[config.mk]
export PLATFORM = sky130hd
export DESIGN_NAME = rvm_ctrl
export DESIGN_NICKNAME = d
export VERILOG_FILES = /design/src/rtl/core/assert_macros.svh /design/src/rtl/core/rvm_pkg.sv /design/src/rtl/core/rvm_ctrl.sv
export SDC_FILE = /design/constraint.sdc
export NUM_CORES = 1
export LEC_CHECK = 0
export ABC_CLOCK_PERIOD_IN_PS = 1600
export BUFFER_PORTS_ARGS = -buffer_cell sky130_fd_sc_hd__buf_2
export CORE_MARGIN = 10
export CORE_UTILIZATION = 48
export DETAILED_ROUTE_END_ITERATION = 8
export PLACE_DENSITY = 0.78
export SLEW_MARGIN = 10
export SYNTH_ARGS = -nofsm -noshare
export SYNTH_HDL_FRONTEND = slang
export SYNTH_SLANG_ARGS = --single-unit
[constraint.sdc]
create_clock -name i_clk -period 1.6 [get_ports i_clk]
set_input_delay 0.16 -clock i_clk [delete_from_list [all_inputs] [get_ports i_clk]]
set_output_delay 0.16 -clock i_clk [all_outputs]
set_load 0.02 [all_outputs]
[src/rtl/core/assert_macros.svh]
// assertion macros for the rtl modules, used by rvm_div
`ifndef ASSERT_MACROS_SVH
`define ASSERT_MACROS_SVH

// same-cycle implication, checked outside reset
`define ASSERT_IMPL(label, clk, rst_n, ante, cons, msg) \
    label: assert property (@(posedge clk) disable iff (!rst_n) (ante) |-> (cons)) \
        else $error(msg);

// next-cycle implication, checked outside reset
`define ASSERT_NEXT(label, clk, rst_n, ante, cons, msg) \
    label: assert property (@(posedge clk) disable iff (!rst_n) (ante) |=> (cons)) \
        else $error(msg);

`endif

[src/rtl/core/rvm_pkg.sv]
// shared types, constants and command codes of the resampling voice mixer
`timescale 1ns / 1ps
`default_nettype none

package rvm_pkg;

    // default parameter values
    localparam int STORE_DEPTH_DEF   = 16384;
    localparam int FRACTION_BITS_DEF = 16;

    // configuration port
    localparam int CFG_IDX_W  = 3;
    localparam int CFG_DATA_W = 24;

    localparam logic [CFG_IDX_W-1:0] REG_CHANNEL_COUNT = 3'd0;
    localparam logic [CFG_IDX_W-1:0] REG_FRAME_COUNT   = 3'd1;
    localparam logic [CFG_IDX_W-1:0] REG_RATE_STEP     = 3'd2;
    localparam logic [CFG_IDX_W-1:0] REG_LOOPING       = 3'd3;
    localparam logic [CFG_IDX_W-1:0] REG_OUTPUT_GAIN   = 3'd4;
    localparam logic [CFG_IDX_W-1:0] REG_START_VOLUME  = 3'd5;
    localparam logic [CFG_IDX_W-1:0] REG_TARGET_VOLUME = 3'd6;
    localparam logic [CFG_IDX_W-1:0] REG_FADE_LENGTH   = 3'd7;

    // register reset values
    localparam logic [1:0]  RST_CHANNEL_COUNT = 2'd1;
    localparam logic [14:0] RST_FRAME_COUNT   = 15'd1;
    localparam logic [23:0] RST_RATE_STEP     = 24'h010000;
    localparam logic [15:0] RST_VOLUME        = 16'h8000;
    localparam logic [1:0]  STEREO_CODE       = 2'd2;

    // datapath widths
    localparam int PINT_W     = 17;   // integer part of the playhead
    localparam int ADDR_EXT_W = 21;   // store address before wrapping
    localparam int MUL_A_W    = 27;
    localparam int MUL_B_W    = 33;
    localparam int PROD_W     = MUL_A_W + MUL_B_W;
    localparam int S_W        = 27;   // interpolated sample, 8 fraction bits
    localparam int CONT_SHIFT = 38;
    localparam int DIV_NUM_W  = 40;
    localparam int DIV_DEN_W  = 24;
    localparam int DIV_CNT_W  = 6;

    // datapath command codes
    typedef logic [4:0] t_op;
    localparam t_op OP_NONE      = 5'd0;
    localparam t_op OP_RD_BASE   = 5'd1;
    localparam t_op OP_RD_NEXT   = 5'd2;
    localparam t_op OP_RD_B1     = 5'd3;
    localparam t_op OP_RD_N1     = 5'd4;
    localparam t_op OP_CAP_BR    = 5'd5;
    localparam t_op OP_CAP_BL    = 5'd6;
    localparam t_op OP_MUL_IL    = 5'd7;
    localparam t_op OP_SET_SL    = 5'd8;
    localparam t_op OP_MUL_IR    = 5'd9;
    localparam t_op OP_SET_SR    = 5'd10;
    localparam t_op OP_FADE_ZERO = 5'd11;
    localparam t_op OP_MUL_DE    = 5'd12;
    localparam t_op OP_DIV_DE    = 5'd13;
    localparam t_op OP_FADE_UPD  = 5'd14;
    localparam t_op OP_MUL_VG    = 5'd15;
    localparam t_op OP_SET_VG    = 5'd16;
    localparam t_op OP_MUL_CL    = 5'd17;
    localparam t_op OP_SET_CL    = 5'd18;
    localparam t_op OP_MUL_CR    = 5'd19;
    localparam t_op OP_SET_CR    = 5'd20;
    localparam t_op OP_ADV       = 5'd21;
    localparam t_op OP_STOP      = 5'd22;
    localparam t_op OP_DIV_MOD   = 5'd23;
    localparam t_op OP_SET_MOD   = 5'd24;
    localparam t_op OP_OUT       = 5'd25;

    // controller to datapath
    typedef struct packed {
        logic accept;
        t_op  op;
    } t_cmd;

    // datapath to controller
    typedef struct packed {
        logic playing;
        logic in_range;
        logic stereo;
        logic running;
        logic flen_zero;
        logic looping;
        logic div_done;
        logic out_free;
    } t_sts;

endpackage

`default_nettype wire

[src/rtl/core/rvm_ctrl.sv]
// sequencer that steps the datapath through one frame word
`timescale 1ns / 1ps
`default_nettype none

module rvm_ctrl
    import rvm_pkg::*;
(
    input  wire logic i_clk,
    input  wire logic i_rst_n,
    input  wire logic i_valid,
    input  wire logic i_kind,
    input  wire t_sts i_sts,
    output logic      o_stall,
    output t_cmd      o_cmd
);

    localparam logic [4:0] S_IDLE     = 5'd0;
    localparam logic [4:0] S_RD_BASE  = 5'd1;
    localparam logic [4:0] S_RD_NEXT  = 5'd2;
    localparam logic [4:0] S_RD_B1    = 5'd3;
    localparam logic [4:0] S_RD_N1    = 5'd4;
    localparam logic [4:0] S_CAP_BR   = 5'd5;
    localparam logic [4:0] S_CAP_BL   = 5'd6;
    localparam logic [4:0] S_MUL_IL   = 5'd7;
    localparam logic [4:0] S_SET_SL   = 5'd8;
    localparam logic [4:0] S_MUL_IR   = 5'd9;
    localparam logic [4:0] S_SET_SR   = 5'd10;
    localparam logic [4:0] S_FADE     = 5'd11;
    localparam logic [4:0] S_MUL_DE   = 5'd12;
    localparam logic [4:0] S_DIV_DE   = 5'd13;
    localparam logic [4:0] S_WAIT_DE  = 5'd14;
    localparam logic [4:0] S_FADE_UPD = 5'd15;
    localparam logic [4:0] S_MUL_VG   = 5'd16;
    localparam logic [4:0] S_SET_VG   = 5'd17;
    localparam logic [4:0] S_MUL_CL   = 5'd18;
    localparam logic [4:0] S_SET_CL   = 5'd19;
    localparam logic [4:0] S_MUL_CR   = 5'd20;
    localparam logic [4:0] S_SET_CR   = 5'd21;
    localparam logic [4:0] S_ADV      = 5'd22;
    localparam logic [4:0] S_WRAP     = 5'd23;
    localparam logic [4:0] S_DIV_MOD  = 5'd24;
    localparam logic [4:0] S_WAIT_MOD = 5'd25;
    localparam logic [4:0] S_SET_MOD  = 5'd26;
    localparam logic [4:0] S_OUT      = 5'd27;

    logic [4:0] r_state, n_state;
    logic       accept;

    assign accept  = i_valid && (r_state == S_IDLE);
    assign o_stall = r_state != S_IDLE;

    // next state and command
    always_comb begin
        n_state      = r_state;
        o_cmd.accept = accept;
        o_cmd.op     = OP_NONE;
        unique case (r_state)
            S_IDLE: begin
                if (accept && i_kind) begin
                    if (!i_sts.playing) begin
                        n_state = S_OUT;
                    end else if (i_sts.in_range) begin
                        n_state = S_RD_BASE;
                    end else begin
                        n_state = S_WRAP;
                    end
                end
            end
            S_RD_BASE: begin
                o_cmd.op = OP_RD_BASE;
                n_state  = S_RD_NEXT;
            end
            S_RD_NEXT: begin
                o_cmd.op = OP_RD_NEXT;
                n_state  = i_sts.stereo ? S_RD_B1 : S_CAP_BL;
            end
            S_RD_B1: begin
                o_cmd.op = OP_RD_B1;
                n_state  = S_RD_N1;
            end
            S_RD_N1: begin
                o_cmd.op = OP_RD_N1;
                n_state  = S_CAP_BR;
            end
            S_CAP_BR: begin
                o_cmd.op = OP_CAP_BR;
                n_state  = S_MUL_IL;
            end
            S_CAP_BL: begin
                o_cmd.op = OP_CAP_BL;
                n_state  = S_MUL_IL;
            end
            S_MUL_IL: begin
                o_cmd.op = OP_MUL_IL;
                n_state  = S_SET_SL;
            end
            S_SET_SL: begin
                o_cmd.op = OP_SET_SL;
                n_state  = i_sts.stereo ? S_MUL_IR : S_FADE;
            end
            S_MUL_IR: begin
                o_cmd.op = OP_MUL_IR;
                n_state  = S_SET_SR;
            end
            S_SET_SR: begin
                o_cmd.op = OP_SET_SR;
                n_state  = S_FADE;
            end
            S_FADE: begin
                if (!i_sts.running) begin
                    n_state = S_MUL_VG;
                end else if (i_sts.flen_zero) begin
                    o_cmd.op = OP_FADE_ZERO;
                    n_state  = S_MUL_VG;
                end else begin
                    n_state = S_MUL_DE;
                end
            end
            S_MUL_DE: begin
                o_cmd.op = OP_MUL_DE;
                n_state  = S_DIV_DE;
            end
            S_DIV_DE: begin
                o_cmd.op = OP_DIV_DE;
                n_state  = S_WAIT_DE;
            end
            S_WAIT_DE: begin
                if (i_sts.div_done) begin
                    n_state = S_FADE_UPD;
                end
            end
            S_FADE_UPD: begin
                o_cmd.op = OP_FADE_UPD;
                n_state  = S_MUL_VG;
            end
            S_MUL_VG: begin
                o_cmd.op = OP_MUL_VG;
                n_state  = S_SET_VG;
            end
            S_SET_VG: begin
                o_cmd.op = OP_SET_VG;
                n_state  = S_MUL_CL;
            end
            S_MUL_CL: begin
                o_cmd.op = OP_MUL_CL;
                n_state  = S_SET_CL;
            end
            S_SET_CL: begin
                o_cmd.op = OP_SET_CL;
                n_state  = S_MUL_CR;
            end
            S_MUL_CR: begin
                o_cmd.op = OP_MUL_CR;
                n_state  = S_SET_CR;
            end
            S_SET_CR: begin
                o_cmd.op = OP_SET_CR;
                n_state  = S_ADV;
            end
            S_ADV: begin
                o_cmd.op = OP_ADV;
                n_state  = S_WRAP;
            end
            S_WRAP: begin
                if (i_sts.in_range) begin
                    n_state = S_OUT;
                end else if (i_sts.looping) begin
                    n_state = S_DIV_MOD;
                end else begin
                    o_cmd.op = OP_STOP;
                    n_state  = S_OUT;
                end
            end
            S_DIV_MOD: begin
                o_cmd.op = OP_DIV_MOD;
                n_state  = S_WAIT_MOD;
            end
            S_WAIT_MOD: begin
                if (i_sts.div_done) begin
                    n_state = S_SET_MOD;
                end
            end
            S_SET_MOD: begin
                o_cmd.op = OP_SET_MOD;
                n_state  = S_OUT;
            end
            S_OUT: begin
                if (i_sts.out_free) begin
                    o_cmd.op = OP_OUT;
                    n_state  = S_IDLE;
                end
            end
            default: n_state = S_IDLE;
        endcase
    end

    // state register
    always_ff @(posedge i_clk) begin
        if (!i_rst_n) begin
            r_state <= S_IDLE;
        end else begin
            r_state <= n_state;
        end
    end

endmodule

`default_nettype wire

==> qor.yml, run 1 <==
rsz0062_at_grt: "true"
largest_reg_flops: 5
relSlewSlack: 0.755
hold_path_depth: 2
setup_violations: 3
syn2layout_area_growth_pct: 43.0
nFillCells: 123
synthArstFlopShare: 0
cts_max_path_buffers: 2
dp.cells: 177
h-tree-depth: 1
max_freq_mhz: 600
leakage_nw: 0.513
violations: "setup timing"
cp_top_family: "compound AO/OA/AOI/OAI gates"
start_util: 0.497
ys_warn_count: 0
drc_errors: 0
grt_pass1_wl_um: 4710
synth_top_area_frac: 0.118
crit_buf_inv: 2
wl_per_cell_um: 16.3
slew_violations: 0
yosysSeqAreaShare: 0.118
met2_usage: 0.268
endpoint_kind: "output port"
synth_edf_count: 0
top_regs: "r_state x5"
critPathLaunchType: "flop"
synthDistinctLibCells: 47
syn-mean-instance-area_um2: 6.64
numCtsBuffers: 3
overflow: 0
antennaDiodeCount: 0
maxCapViolations: 0
grt_max_degree: 12
cts.sinks: 5
clk_pin_slew_worst_paths_ns: 0.05
grt_pass1_vias: 1051
status: "finished, violations left"
vias: 1143
cp_slowest_cell: "dfxtp_4"
fin_util: 0.711
drt-initial-drc-count: 80
wl_um: 3000
worst_slack_ns: -0.0666
finClkSkew_ns: 0.00827
r2r_cells: 6
grtUsageMet3: 0.0244
worst_pin_slew_ns: 0.367
path_max_fanout: 11
die_x_um: 62.1
hold_viol: 0
mostFrequentLayoutCell: "buf_4"
port_buffers: 18
cp.arrival_ns: 1.51
synth_cells: 128
clk-insertion-delay-late_ns: 0.25
cts_tree: "built"
viasPerCell: 6.21
hold_class: "primary input to flop"
dp_hpwl_um: 2140
met1_usage: 0.186
critPathKind: "flop to output port"
crit_chain: "buf_6 -> o21ai_0 -> a2bb2oi_2 -> o21ai_1 -> nand2_1 -> o221ai_1 -> buf_4"
ys_ff_latch: 5
cts-root-buf: "clkbuf_4"
gp_congestion: 0.986
worstPathRequired_ns: 1.44
drive_gt1_frac: 0.396
max_stage_delay_ns: 0.39
track_usage: 0.153
ant_nets: 0
hold_buffers: 0
timing.final.crit_period_ns: 1.67
synth_flop_cell: "dfxtp_1"
dieArea_um2: 3850
synth_area_leaders: "dfxtp_1, nand2_1, a21oi_1"
grt_most_used_layer: "met2"
final_cell_mix: "buf_4, nand2_1, buf_2"
pwr_density_cell_nw_per_um2: 2140
synth_nets: 140
cp.depth: 7
core.rowCount: 15
antenna_found_initial: 0
first_pass_iters: 6
instances_no_fill: 184
period_share: 1.04
largest_register: "r_state"
yosysTopAreaCell: "dfxtp_1"
dieHeight_um: 62.1
nets: 172
ios: 19
coreArea_um2: 1710
ir_drop_v: 0.00115
synthesis.area_um2: 850
[cells in the mapped netlist (2+ instances only)]
| cell | n |
|---|---|
| nand2b_1 | 3 |
| o21ai_0 | 9 |
| o221ai_1 | 4 |
| buf_1 | 2 |
| inv_1 | 3 |
| buf_2 | 7 |
| o21a_1 | 4 |
| nor3b_1 | 2 |
| a2bb2oi_1 | 2 |
| nand3_1 | 4 |
| a21o_1 | 2 |
| and3_1 | 2 |
| dfxtp_1 | 5 |
| and2_1 | 4 |
| nor2_1 | 11 |
| buf_4 | 2 |
| a31oi_1 | 4 |
| nor4bb_1 | 2 |
| nor3_1 | 3 |
| a21oi_1 | 10 |
| nand2_1 | 17 |
[metrics by stage]
step | total power, mW | TNS, ns | instance area (um^2) | setup slack [ns] | hold slack [ns]
3_5_place_dp | 2.05 | -0.0669 | 1050 | -0.0326 | 0.463
6_report | 2.59 | -0.107 | 1210 | -0.0666 | 0.211
3_3_place_gp | 2.03 | -0.0286 | 1050 | -0.0171 | 0.455
4_1_cts | 2.44 | -0.0311 | 1180 | -0.0294 | 0.204
2_1_floorplan | 1.50 | 0 | 850 | 0.00851 | 0.277
5_1_grt | 2.77 | -0.596 | 1210 | -0.115 | 0.236
[power breakdown]
part,switching (mW),internal [mW]
clock network,0.0585,0.0948
logic,1.11,1.01
registers,0.112,0.204
[metal layers]
layer,up-vias,part of all wire
li1,546,-
met1,514,0.39
met2,75,0.48
met3,8,0.11
met4,0,0.018
met5,-,0
[worst paths after layout]
path / from / endpoint / slack, ns
worst min-delay path: i_rst_n / r_state[2] / 0.21
worst max register to register: r_state[2] / r_state[3] / 0.01
worst max-delay path: r_state[2] / o_cmd[1] / -0.07
worst min register to register: r_state[2] / r_state[1] / 0.60
[cell type report]
class,count,area [um^2],share of cell area
Inverter,5,20.0,0.0165
Clock buffer,4,26.3,0.0216
Timing Repair Buffer,40,313,0.257
Multi-Input combinational cell,105,708,0.583
Sequential cell,5,116,0.0958
Tap cell,25,31.3,0.0257
[cell families after synthesis]
| kind of cell | synth area share |
|---|---|
| compound gates | 0.436 |
| flops | 0.118 |
| buf+inv | 0.107 |
| simple gates | 0.339 |
[what timing repair did]
item                       4_1_cts  5_1_grt
setup endpoints to repair        9        9
pin swaps                        2        5
gates cloned                     0        1
buffers inserted                 1        1
resized for setup               24        8
(Power assumes the default switching activity.)
==> run 2, diff against run 1 <==
==> constraint.sdc (replaced) <==
create_clock -name i_clk -period 1.6 [get_ports i_clk]
set_input_delay 0.16 -clock i_clk [delete_from_list [all_inputs] [get_ports i_clk]]
set_output_delay 0.16 -clock i_clk [all_outputs]
set_load 0.01 [all_outputs]
==> run 2 against run 1 <==
The flow still finishes with violations (setup timing). Clock power down 5%. First-iteration DRC count shrank 11%. Clock skew barely moved. Largest power group unchanged. Highest routed layer unchanged.
==> qor.yml, run 2 (same netlist as run 1, synthesis figures left out) <==
status: "finished, violations left"
violations: "setup timing"
grt_max_degree: 19
maxCapViolations: 0
vias: 1161
drive_gt1_frac: 0.429
overflow: 0
mostFrequentLayoutCell: "buf_2"
critPathLaunchType: "flop"
grt_pass1_wl_um: 4410
top_regs: "r_state x5"
wl_um: 3010
endpoint_kind: "flop"
dieArea_um2: 3850
dp.cells: 172
finClkSkew_ns: 0.00860
worst_pin_slew_ns: 0.402
clk-insertion-delay-late_ns: 0.24
hold_buffers: 0
nFillCells: 120
stdcell_area_um2: 1250
rsz0062_at_grt: "true"
final_cell_mix: "buf_2, buf_4, nand2_1"
worst_slack_ns: -0.0426
dp_hpwl_um: 2000
nets: 174
fin_util: 0.730
hold_viol: 0
start_util: 0.497
cts-root-buf: "clkbuf_4"
track_usage: 0.146
syn2layout_area_growth_pct: 46.7
cts_max_path_buffers: 2
wl_per_cell_um: 16.2
first_pass_iters: 5
cp.arrival_ns: 1.82
antenna_found_initial: 0
numCtsBuffers: 3
largest_register: "r_state"
cts.sinks: 5
period_share: 1.03
critPathKind: "flop to flop"
whs_ns: 0.214
clk_pin_slew_worst_paths_ns: 0.05
finalSetupTns_ns: -0.158
power_mw: 2.52
hold_class: "primary input to flop"
ios: 19
h-tree-depth: 1
die_x_um: 62.1
dpl_worst_slack_ns: -0.0346
timing.final.crit_period_ns: 1.64
coreArea_um2: 1710
core.rowCount: 15
dieHeight_um: 62.1
dpl_cell_area_um2: 1020
viasPerCell: 6.24
max_freq_mhz: 609
grt_pass1_vias: 950
ir_drop_v: 0.00121
gp_congestion: 0.975
cts_tree: "built"
antennaDiodeCount: 0
path_max_fanout: 8
pwr_density_cell_nw_per_um2: 2020
relSlewSlack: 0.731
largest_reg_flops: 5
seq_area_um2: 116
instances_no_fill: 186
multi_input_area_um2: 721
port_buffers: 18
setup_violations: 6
ant_nets: 0
drt-initial-drc-count: 71
slew_violations: 0
drc_errors: 0
leakage_nw: 0.524
worstPathRequired_ns: 1.77
[run 2: cell count changes in the layout (fill, tap and decap cells not counted), sizes merged]
cell    change
buf         +1
clkbuf      +1
[run 2: final cells by class]
type | count | area share
Tap cell | 25 | 0.0251
Clock buffer | 4 | 0.0211
Multi-Input combinational cell | 105 | 0.578
Sequential cell | 5 | 0.0934
Inverter | 5 | 0.0161
Timing Repair Buffer | 42 | 0.266
[run 2: power by group]
part	leakage, nW	internal [mW]	switching, mW
clock	0.0150	0.0942	0.0510
sequential	0.0443	0.205	0.127
combinational	0.465	1.02	1.02
total	0.524	1.32	1.19
[run 2: path summary, 6_finish.rpt]
| check | start | end | slack, ns | cells past startpoint |
|---|---|---|---|---|
| worst max register to register | r_state[4] | r_state[4] | -0.04 | 6 |
| worst min register to register | r_state[4] | r_state[2] | 0.71 | 2 |
| worst max-delay path | r_state[4] | r_state[4] | -0.04 | 6 |
| worst min-delay path | i_rst_n | r_state[2] | 0.21 | 2 |
[run 2: what timing repair did]
item	CTS	global route
setup buffers	4	5
pin swaps	1	8
setup endpoints to repair	8	10
hold endpoints to repair	0	0
gates resized for setup	24	9
gates cloned	0	1
[run 2: worst max-delay path: stages, from the launching register on]
cell	delay, ns
dfxtp_4	0.38
nor3_1	0.28
and2_4	0.22
inv_2	0.05
o221ai_4	0.30
and3_1	0.24
a31o_2	0.11
[run 2: routing by layer]
metal,GRT usage,part of all wire,up-vias
li1,-,-,546
met1,0.194,0.38,541
met2,0.246,0.51,72
met3,0.0163,0.10,2
met4,0.0255,0.0046,0
met5,0,0,-
==> run 3, diff against run 2 <==
--- a/config.mk
+++ b/config.mk
@@ -8,9 +8,10 @@
 export ABC_CLOCK_PERIOD_IN_PS = 1600
 export BUFFER_PORTS_ARGS = -buffer_cell sky130_fd_sc_hd__buf_2
 export CORE_MARGIN = 10
-export CORE_UTILIZATION = 48
+export CORE_UTILIZATION = 50
+export CTS_BUF_LIST = sky130_fd_sc_hd__clkbuf_8
 export DETAILED_ROUTE_END_ITERATION = 8
-export PLACE_DENSITY = 0.78
+export PLACE_DENSITY = 0.81
 export SLEW_MARGIN = 10
 export SYNTH_ARGS = -nofsm -noshare
 export SYNTH_HDL_FRONTEND = slang
==> run 3 against run 2 <==
The run still ends with setup timing left. Sequential power is 1% higher. Wire length grew 21%. Register-to-register slack got worse by 0.07 ns. Final cell count is 7.0% lower. Die area down 2.7%. Clock skew is 0.0037 ns lower. Count of clock-buffer cells in the layout down 1. Core utilization rose by 4.9 points. Cell area decreased by 2.6%.
==> qor.yml, run 3 (same netlist as run 1, synthesis figures left out) <==
status: "finished, violations left"
violations: "setup timing"
drive_gt1_frac: 0.459
cts.sinks: 5
vias: 1230
first_pass_iters: 7
grt_max_degree: 13
cts-root-buf: "clkbuf_8"
fin_util: 0.778
worstPathRequired_ns: 1.72
path_max_fanout: 12
clk-insertion-delay-late_ns: 0.23
grt_pass1_vias: 1013
period_share: 1.07
dp_hpwl_um: 2250
hold_path_depth: 3
track_usage: 0.163
max_freq_mhz: 586
r2r_cells: 6
h-tree-depth: 1
min_to: "r_state[1]"
wl_met2_um: 1740
timing.final.crit_period_ns: 1.71
clk_pin_slew_worst_paths_ns: 0.04
gp_congestion: 0.934
max_stage_delay_ns: 0.34
dieArea_um2: 3750
whs_ns: 0.247
instances_no_fill: 173
antenna_found_initial: 0
met3_length_um: 420
dieHeight_um: 61.2
start_util: 0.545
maxCapViolations: 0
nets: 170
antennaDiodeCount: 0
crit_chain: "buf_4 -> nand2b_1 -> o21ai_0 -> a21oi_1 -> o221ai_1 -> a21o_1"
r2r_setup_slack_ns: -0.11
drt-initial-drc-count: 171
power_mw: 2.62
hold_start: "i_rst_n"
top_layer_used: "met4"
hold_class: "primary input to flop"
top_regs: "r_state x5"
overflow: 0
nFillCells: 102
cts_max_path_buffers: 2
drc_errors: 0
ir_drop_v: 0.00118
finClkSkew_ns: 0.00490
endpoint_kind: "flop"
hold_viol: 0
finalSetupTns_ns: -0.168
numCtsBuffers: 3
hold_buffers: 0
pwr_density_cell_nw_per_um2: 2160
grt_pass1_wl_um: 4750
ios: 19
coreArea_um2: 1560
viasPerCell: 7.11
dp.cells: 163
worst_slack_ns: -0.108
relSlewSlack: 0.718
cp_top_family: "compound AO/OA/AOI/OAI gates"
mostFrequentLayoutCell: "buf_2"
crit_buf_inv: 1
critPathKind: "flop to flop"
final_cell_mix: "buf_2, nand2_1, buf_4"
largest_register: "r_state"
critPathLaunchType: "flop"
rr_endpoint: "r_state[0]"
slew_violations: 0
leakage_nw: 0.515
largest_reg_flops: 5
syn2layout_area_growth_pct: 42.9
rsz0062_at_grt: "true"
wl_per_cell_um: 21.1
ant_nets: 0
cp.arrival_ns: 1.83
core.rowCount: 14
cp_slowest_cell: "dfxtp_2"
die_x_um: 61.2
worst_pin_slew_ns: 0.417
setup_violations: 3
wl_um: 3650
port_buffers: 18
cts_tree: "built"
wl_met1_um: 1280
worst_r2r_startpoint: "r_state[3]"
run 3: power by group:
part | leakage [nW] | internal (mW) | switching (mW)
Combinational | 0.444 | 0.917 | 1.12
Clock | 0.0269 | 0.166 | 0.0793
Sequential | 0.0443 | 0.205 | 0.131
run 3: cell type report:
type | instances | area (um^2) | share of cell area
clock inverters | 1 | 3.75 | 0.00309
clock buffers | 3 | 41.3 | 0.0340
flip-flops and latches | 5 | 116 | 0.0959
multi-input cells | 105 | 747 | 0.615
repair buffers | 38 | 264 | 0.218
inverters | 5 | 21.3 | 0.0175
well taps | 16 | 20.0 | 0.0165
run 3: timing repair:
item                       4_1_cts  5_1_grt
gates resized for setup         18       22
gates cloned                     0        0
pin swaps                        2        7
setup endpoints to repair        8        9
setup buffers                    0        7
run 3: worst min-delay path: cells and delay by family:
family | cells | cell delay, ns
simple gates | 1 | 0.08
compound gates | 1 | 0.05
buf+inv | 1 | 0.14
run 3: worst max-delay path by stage:
stage,startpoint,end,cells after the start
after global routing,r_state[3],r_state[0],6
final,r_state[3],r_state[0],6
after detailed placement,r_state[0],o_cmd[0],6
after CTS,r_state[0],o_cmd[1],7
after floorplan,r_state[2],o_cmd[3],6
after global placement,r_state[2],r_state[3],5
run 3: per-layer routing:
layer,track usage,vias to the layer above
met5,0,-
met2,0.291,111
met1,0.190,553
li1,-,531
met4,0.0489,0
met3,0.0350,35
run 3: metrics by stage:
step           area, um^2  setup slack [ns]
2_1_floorplan         850             0.152
4_1_cts              1080          -0.00357
3_3_place_gp          992            0.0135
6_report             1210            -0.108
5_1_grt              1210            -0.127
3_5_place_dp          992           -0.0143
